### config.mk
export PLATFORM = sky130hd
export DESIGN_NAME = stride_window_range_enumerator_top
export DESIGN_NICKNAME = d
export VERILOG_FILES = /design/src/hdl/swre_pkg.sv /design/src/hdl/swre_div.sv /design/src/hdl/swre_emit.sv /design/src/hdl/stride_window_range_enumerator_top.sv
export SDC_FILE = /design/constraint.sdc
export NUM_CORES = 1
export LEC_CHECK = 0
export BUFFER_PORTS_ARGS = -buffer_cell sky130_fd_sc_hd__buf_4
export CAP_MARGIN = 10
export CORE_AREA = 8 8 453 278
export CTS_CLUSTER_SIZE = 24
export DETAILED_ROUTE_END_ITERATION = 16
export DIE_AREA = 0 0 461 286
export GPL_TIMING_DRIVEN = 0
export PLACE_DENSITY = 0.49
export SYNTH_ARGS = -nofsm -noshare
export SYNTH_HDL_FRONTEND = slang
export SYNTH_HIERARCHICAL = 1
export SYNTH_SLANG_ARGS = --single-unit
### constraint.sdc
create_clock -name clk -period 5.1 [get_ports clk]
set_clock_uncertainty 0.1 [all_clocks]
set_input_delay 1.02 -clock clk [delete_from_list [all_inputs] [get_ports clk]]
set_output_delay 1.02 -clock clk [all_outputs]
set_load 0.005 [all_outputs]
### src/hdl/swre_pkg.sv
`default_nettype none

package swre_pkg;

	// Width of positions, strides and window IDs.
	localparam int unsigned WORD_W = 32;

	// Most window IDs sent out for one input transfer.
	localparam int unsigned MAX_IDS = 64;

	// Width of the count of remaining results in one run (0 .. MAX_IDS-1).
	localparam int unsigned LEFT_W = (MAX_IDS > 1) ? $clog2(MAX_IDS) : 1;

	// Width of the divider step counter.
	localparam int unsigned DIV_CNT_W = $clog2(WORD_W);

	// Configuration register indexes.
	localparam int unsigned CFG_IDX_W = 2;
	localparam logic [CFG_IDX_W-1:0] REG_WINDOW_STRIDE  = 2'd0;
	localparam logic [CFG_IDX_W-1:0] REG_WINDOW_SIZE    = 2'd1;
	localparam logic [CFG_IDX_W-1:0] REG_REFERENCE_SIZE = 2'd2;
	localparam logic [CFG_IDX_W-1:0] REG_WINDOW_TOTAL   = 2'd3;

	// Status of the shared divider after a pass.
	typedef struct packed {
		logic              done;
		logic              rem_nz;
		logic [WORD_W-1:0] quot;
	} div_res_t;

	// Command that starts a run of window IDs.
	typedef struct packed {
		logic [WORD_W-1:0] base_id;
		logic [LEFT_W-1:0] last_k;
		logic              cut;
	} emit_cmd_t;

	// Status of the ID sequencer.
	typedef struct packed {
		logic active;
		logic last;
	} emit_stat_t;

endpackage

`default_nettype wire

### src/hdl/swre_div.sv
`default_nettype none

// Restoring divider: one quotient bit per cycle; the done flag is registered and rises
// with the last quotient bit.
module swre_div import swre_pkg::*; (
	input  wire logic              clk,
	input  wire logic              arst_n,
	input  wire logic              go,
	input  wire logic [WORD_W-1:0] dividend,
	input  wire logic [WORD_W-1:0] divisor,
	output div_res_t               res
);

	logic                 run_q;
	logic                 done_q;
	logic [DIV_CNT_W-1:0] cnt_q;
	logic [WORD_W-1:0]    rem_q;
	logic [WORD_W-1:0]    dq_q;
	logic [WORD_W-1:0]    dvs_q;
	logic [WORD_W:0]      trial;
	logic [WORD_W+1:0]    diff;
	logic                 fits;

	// Bring down the next dividend bit and try to subtract the divisor.
	assign trial = {rem_q, dq_q[WORD_W-1]};
	assign diff  = {1'b0, trial} - {2'b00, dvs_q};
	assign fits  = ~diff[WORD_W+1];

	// Control of the pass.
	always_ff @(posedge clk or negedge arst_n) begin
		if (!arst_n) begin
			run_q  <= 1'b0;
			done_q <= 1'b0;
			cnt_q  <= '0;
		end else begin
			done_q <= 1'b0;
			if (go) begin
				run_q <= 1'b1;
				cnt_q <= '0;
			end else if (run_q) begin
				cnt_q <= cnt_q + DIV_CNT_W'(1);
				if (cnt_q == DIV_CNT_W'(WORD_W - 1)) begin
					run_q  <= 1'b0;
					done_q <= 1'b1;
				end
			end
		end
	end

	// Partial remainder and the dividend shifting into the quotient.
	always_ff @(posedge clk) begin
		if (go) begin
			rem_q <= '0;
			dq_q  <= dividend;
			dvs_q <= divisor;
		end else if (run_q) begin
			rem_q <= fits ? diff[WORD_W-1:0] : trial[WORD_W-1:0];
			dq_q  <= {dq_q[WORD_W-2:0], fits};
		end
	end

	assign res.done   = done_q;
	assign res.rem_nz = |rem_q;
	assign res.quot   = dq_q;

endmodule

`default_nettype wire

### src/hdl/swre_emit.sv
`default_nettype none

// Sends one window ID per cycle, counting up from the first ID, last_k + 1 IDs in all.
module swre_emit import swre_pkg::*; (
	input  wire logic              clk,
	input  wire logic              arst_n,
	input  wire logic              load,
	input  wire emit_cmd_t         cmd,
	output emit_stat_t             stat,
	output logic                   result_valid,
	output logic [WORD_W-1:0]      window_index,
	output logic                   last_of_run,
	output logic                   truncated
);

	logic              act_q;
	logic [WORD_W-1:0] idx_q;
	logic [LEFT_W-1:0] left_q;
	logic              cut_q;
	logic              at_last;

	assign at_last = (left_q == '0);

	// Run control.
	always_ff @(posedge clk or negedge arst_n) begin
		if (!arst_n) begin
			act_q <= 1'b0;
		end else if (load) begin
			act_q <= 1'b1;
		end else if (act_q && at_last) begin
			act_q <= 1'b0;
		end
	end

	// Current ID and the number of results still to go after it.
	always_ff @(posedge clk) begin
		if (load) begin
			idx_q  <= cmd.base_id;
			left_q <= cmd.last_k;
			cut_q  <= cmd.cut;
		end else if (act_q) begin
			idx_q  <= idx_q + WORD_W'(1);
			left_q <= left_q - LEFT_W'(1);
		end
	end

	assign result_valid = act_q;
	assign window_index = idx_q;
	assign last_of_run  = act_q & at_last;
	assign truncated    = act_q & at_last & cut_q;

	assign stat.active = act_q;
	assign stat.last   = act_q & at_last;

endmodule

`default_nettype wire

### src/hdl/stride_window_range_enumerator_top.sv
// Channel   | Signals                                         | Transfer
// ----------+-------------------------------------------------+-------------------------------
// input     | start, busy, range_low_start, range_high_start  | start high while busy is low
// result    | result_valid, window_index, last_of_run,        | every cycle result_valid is high
//           | truncated                                       |
// config    | cfg_we, cfg_index, cfg_data                     | every cycle cfg_we is high
//
// An input with n results runs through CLIP1 and CLIP2 to clip the range, CHECK, two passes
// of the shared bit-serial divider (DIVLO, DIVHI), FIN1 and FIN2 to check and clip the IDs,
// then n results on consecutive cycles (n at most 64).
// An input that gives no result drops back to idle from CLIP1, CHECK or FIN1.
// Reset clears all control state; configuration returns to stride 1, size 1, rest 0.
// The receiver cannot stall; results stream out back to back.
`default_nettype none

module stride_window_range_enumerator_top import swre_pkg::*; (
	input  wire logic                 clk,
	input  wire logic                 arst_n,
	input  wire logic                 start,
	output logic                      busy,
	input  wire logic [WORD_W-1:0]    range_low_start,
	input  wire logic [WORD_W-1:0]    range_high_start,
	input  wire logic                 cfg_we,
	input  wire logic [CFG_IDX_W-1:0] cfg_index,
	input  wire logic [WORD_W-1:0]    cfg_data,
	output logic                      result_valid,
	output logic [WORD_W-1:0]         window_index,
	output logic                      last_of_run,
	output logic                      truncated
);

	typedef enum logic [9:0] {
		S_IDLE  = 10'b0000000001,
		S_CLIP1 = 10'b0000000010,
		S_CLIP2 = 10'b0000000100,
		S_CHECK = 10'b0000001000,
		S_DIVLO = 10'b0000010000,
		S_DIVHI = 10'b0000100000,
		S_FIN1  = 10'b0001000000,
		S_FIN2  = 10'b0010000000,
		S_EMIT  = 10'b0100000000,
		S_SPARE = 10'b1000000000
	} state_t;

	state_t            state_q;
	logic [WORD_W-1:0] stride_q;
	logic [WORD_W-1:0] wsize_q;
	logic [WORD_W-1:0] refsize_q;
	logic [WORD_W-1:0] total_q;
	logic [WORD_W-1:0] lo_q;
	logic [WORD_W-1:0] hi_q;
	logic [WORD_W-1:0] max_q;
	logic [WORD_W-1:0] first_q;
	logic [WORD_W-1:0] last_q;
	logic [WORD_W:0]   span;
	logic [WORD_W-1:0] id_diff;
	logic              id_cut;
	logic              div_go;
	logic [WORD_W-1:0] div_dividend;
	div_res_t          div_res;
	logic              emit_load;
	emit_cmd_t         emit_cmd;
	emit_stat_t        emit_stat;

	// Configuration registers.
	always_ff @(posedge clk or negedge arst_n) begin
		if (!arst_n) begin
			stride_q  <= WORD_W'(1);
			wsize_q   <= WORD_W'(1);
			refsize_q <= '0;
			total_q   <= '0;
		end else if (cfg_we) begin
			unique case (cfg_index)
				REG_WINDOW_STRIDE:  stride_q  <= cfg_data;
				REG_WINDOW_SIZE:    wsize_q   <= cfg_data;
				REG_REFERENCE_SIZE: refsize_q <= cfg_data;
				REG_WINDOW_TOTAL:   total_q   <= cfg_data;
				default: ;
			endcase
		end
	end

	// Last legal window start, with a borrow when the reference is too short.
	assign span = {1'b0, refsize_q} - {1'b0, wsize_q};

	// Width of the ID run and whether it exceeds the cap.
	assign id_diff = last_q - first_q;
	assign id_cut  = (id_diff >= WORD_W'(MAX_IDS));

	// The divider starts on the low end after the range check, then on the high end.
	assign div_go       = ((state_q == S_CHECK) && (lo_q <= hi_q))
		|| ((state_q == S_DIVLO) && div_res.done);
	assign div_dividend = (state_q == S_CHECK) ? lo_q : hi_q;

	assign emit_load        = (state_q == S_FIN2);
	assign emit_cmd.base_id = first_q;
	assign emit_cmd.last_k  = id_cut ? LEFT_W'(MAX_IDS - 1) : id_diff[LEFT_W-1:0];
	assign emit_cmd.cut     = id_cut;

	// Sequencer.
	always_ff @(posedge clk or negedge arst_n) begin
		if (!arst_n) begin
			state_q <= S_IDLE;
		end else begin
			unique case (state_q)
				S_IDLE:  if (start) state_q <= S_CLIP1;
				S_CLIP1: begin
					if ((stride_q == '0) || span[WORD_W]) state_q <= S_IDLE;
					else state_q <= S_CLIP2;
				end
				S_CLIP2: state_q <= S_CHECK;
				S_CHECK: begin
					if (lo_q > hi_q) state_q <= S_IDLE;
					else state_q <= S_DIVLO;
				end
				S_DIVLO: if (div_res.done) state_q <= S_DIVHI;
				S_DIVHI: if (div_res.done) state_q <= S_FIN1;
				S_FIN1: begin
					if ((first_q > last_q) || (first_q >= total_q)) state_q <= S_IDLE;
					else state_q <= S_FIN2;
				end
				S_FIN2:  state_q <= S_EMIT;
				S_EMIT:  if (emit_stat.last) state_q <= S_IDLE;
				default: state_q <= S_IDLE;
			endcase
		end
	end

	// Range ends and window IDs.
	always_ff @(posedge clk) begin
		unique case (state_q)
			S_IDLE: begin
				if (start) begin
					lo_q <= range_low_start;
					hi_q <= range_high_start;
				end
			end
			S_CLIP1: max_q <= span[WORD_W-1:0];
			S_CLIP2: begin
				if (lo_q > max_q) lo_q <= max_q;
				if (hi_q > max_q) hi_q <= max_q;
			end
			// Rounding the low end up is a quotient plus one when a remainder is left.
			S_DIVLO: begin
				if (div_res.done) first_q <= div_res.quot + WORD_W'(div_res.rem_nz);
			end
			S_DIVHI: if (div_res.done) last_q <= div_res.quot;
			S_FIN1:  if (last_q >= total_q) last_q <= total_q - WORD_W'(1);
			default: ;
		endcase
	end

	swre_div u_div (
		.clk      (clk),
		.arst_n   (arst_n),
		.go       (div_go),
		.dividend (div_dividend),
		.divisor  (stride_q),
		.res      (div_res)
	);

	swre_emit u_emit (
		.clk          (clk),
		.arst_n       (arst_n),
		.load         (emit_load),
		.cmd          (emit_cmd),
		.stat         (emit_stat),
		.result_valid (result_valid),
		.window_index (window_index),
		.last_of_run  (last_of_run),
		.truncated    (truncated)
	);

	assign busy = (state_q != S_IDLE) || emit_stat.active;

endmodule

`default_nettype wire

==> results.yml <==
run_status:
  status: "finished clean"
clock_tree:
  tritoncts: "done"
  cts_buffer_depth: 3
  htree_levels: 2
  clk_latency_ns: 0.64
  clock-sinks: 440
  clk_pin_slew_worst_paths_ns: 0.06
  cts-root-buf: "clkbuf_16"
  cts_buffers: 46
grt:
  antenna_found_initial: 8
  grt_pass1_wl_um: 142000
  grt_usage_pct: 14.1
  overflow: 0
  grt_max_degree: 88
  grt_pass1_vias: 21100
detailed_routing:
  routed_via_density: 4.77
  drtIter0Drc: 2311
  routedWlPerCell_um: 20.3
  num_vias: 22500
  firstDrtPassIters: 7
  drt_wl_total_um: 95700
  final_antenna_net_count: 0
  drc: 0
die:
  io_pins: 138
  dieArea_um2: 132000
  start_util_pct: 23.7
  coreArea_um2: 120000
  die_h_um: 286
  rows: 99
  die_x_um: 461
worst_hold_path:
  hp-class: "in -> async"
placed_design:
  dpl_cell_area_um2: 31500
  hpwl_um: 77000
  port_buffers: 137
  place.gp.congestion: 0.872
power:
  total_power_uw: 13400
  power.density_nw_per_um2: 406
  ir_drop_mv: 0.232
  p_leak_uw: 0.0138
timing:
  max_slew_margin_pct: 16.0
  fin_crit_sh_pct: 90.5
  min_period_ns: 4.62
  worst_slew_pin_slew_ns: 1.25
  drv_slew: 0
  whs_ns: 0.208
  setup_viol: 0
  max_freq_mhz: 217
  rsz0062_at_grt: "no"
  hold_viol: 0
synth:
  async_flop_share_pct: 33.0
  synth_ff_type: "edfxtp_1"
  synthCells: 2876
  ys_seq_area_share_pct: 42.9
  synth_area_per_cell_um2: 9.85
  synth_cell_types: 95
  synth_area_um2: 28300
  yosysWarnings: 6
  ys_seq_elements: 440
  synth_edf_count: 263
  syn_nets: 3245
finish:
  layout-drive-gt1-share_pct: 14.1
  fin_area_um2: 33100
  nNetsFinal: 3435
  area_growth_pct: 16.7
setup_path:
  arrival_ns: 4.79
  cp_common_cell: "clkbuf_1"
  max_stage_delay_ns: 0.53
  worstPathMaxFanout: 33
  crit_path_end_kind: "register"
  required_ns: 5.27
  crit_slowest_cell: "clkbuf_1"
  start_kind: "register"
  critical_path_class: "reg -> reg"
  rr_worst_depth: 13
  reg2reg_slack_ns: 0.48
  path_cells: "clkbuf_1, nor2_1, inv_1, nor4_2, and4b_1, nand2_1, a2111oi_0, a32oi_1, nand2_2, buf_12, clkbuf_1, clkbuf_2, or2_4"
run:
  cap_violations: 0
cells in the final DEF (no fill, tap or decap), types with 7 or more instances in the layout:
cell type  instances
nand2_1          380
ha_1             264
edfxtp_1         263
inv_1            232
nor2_1           183
a21oi_1          165
mux2_2           164
buf_4            142
dfrtp_1          142
o21ai_0          131
xnor2_1          106
clkbuf_1          83
a21o_1            81
nand4_1           65
nand3_1           54
clkbuf_16         50
xor2_1            39
nor4_1            33
dfxtp_1           32
nor2b_1           28
nor3_1            28
a31oi_1           28
nand2b_1          26
a311oi_1          24
o21a_1            22
o31ai_1           22
or4_1             20
and3_1            19
or3_1             18
o211ai_1          16
a211oi_1          15
o21ai_1           14
o21bai_1          13
and4_1            10
and2_1            10
clkinv_2           8
o31a_1             7
nor3b_1            7
mux2i_1            7
synthesized netlist by cell type (all sizes together) (10+ instances only):
cell,n,area [µm²]
xnor2,106,928
nand2,382,1430
nand4,68,444
ha,264,3300
dfrtp,142,3550
o21a,22,165
nor4,38,289
nand2b,26,163
o211ai,17,133
o31ai,22,165
nand3,57,300
a21oi,166,842
a311oi,26,240
or3,18,113
or4,20,150
a21o,81,608
and2,10,62.6
and3,19,119
nor2b,28,175
and4,10,87.6
o21bai,13,97.6
nor3,29,150
clkbuf,74,280
a31oi,29,188
dfxtp,32,641
mux2,165,1860
a211oi,16,125
nor2,184,693
inv,235,882
o21ai,146,734
edfxtp,263,7900
buf,20,120
xor2,39,342
metrics by stage:
step	utilization, %	TNS, ns	setup slack [ns]	std cells
finish	27.6	0	0.483	4722
global route	27.6	0	0.109	4721
CTS	27.6	0	0.0182	4720
detailed placement	26.3	-5.92	-0.189	4634
global placement	26.2	-57.26	-1.12	4629
floorplan	-	0	0.799	2876
path summary, 6_finish.rpt:
check,endpoint,startpoint
worst max-delay path,u_div/dq_q[15],state_q[0]
worst min-delay path,stride_q[10],arst_n
worst max register to register,u_div/dq_q[15],state_q[0]
worst min register to register,u_div/dvs_q[10],stride_q[10]
max in group asynchronous,state_q[0],arst_n
min in group clk,u_div/dvs_q[10],stride_q[10]
metal layers:
| layer | vias up | GRT usage [%] | part of all wire (%) |
|---|---|---|---|
| met3 | 56 | 2.49 | 8.0 |
| met1 | 11000 | 24.8 | 56 |
| met2 | 711 | 17.1 | 35 |
| li1 | 10800 | - | - |
| met4 | 0 | 1.67 | 0.86 |
| met5 | - | 0 | 0 |
area by class of cell:
class,instances,area (µm²)
clock inverter,17,161
tap,1616,2020
inverter,237,890
multi-input combinational,2103,14900
sequential,440,12200
buffer,96,419
clock buffer,69,1390
antenna,2,5.00
fill,12800,86600
timing repair buffer,142,1150
flip-flops by register name (all words and copies together), names as in the netlist, 5 cells and up:
register             count
hi_q                    32
stride_q                32
state_q                  9
u_div/dq_q              32
u_div/dvs_q             32
max_q                   32
first_q                 32
u_emit/left_q            6
wsize_q                 32
u_div/rem_q             32
total_q                 32
last_q                  32
lo_q                    32
refsize_q               32
u_div/cnt_q              5
u_emit/window_index     32
worst max-delay path, delay by kind of cell (launching register included):
family,cells,cell delay [ns]
buf+inv,5,1.42
compound gates,2,0.60
flops,1,0.36
simple gates,6,1.73
report_power, final:
| group | internal, µW | switching (µW) | total [µW] |
|---|---|---|---|
| Sequential | 4560 | 693 | 5250 |
| Clock | 1960 | 1620 | 3580 |
| Combinational | 1900 | 2710 | 4610 |
what timing repair did:
item,CTS,global route
endpoints found under the setup margin,32,62
hold buffers,0,0
pin swaps,0,0
resized for setup,1,3
buffers inserted,0,0
kinds of logic (layout without fill, tap and decap cells):
family	Yosys count	after routing	synth area share [%]
muxes	172	172	6.82
xor gates and xnor gates	145	145	4.48
and+or+nand+nor	918	918	15.6
AOI/OAI and AO/OA	601	601	13.7
adders and majority gates	267	267	11.9
other	0	2	0
DFF	440	440	42.9
buffers and inverters	333	561	4.61
Note: power is estimated with default switching activity, not from simulation.
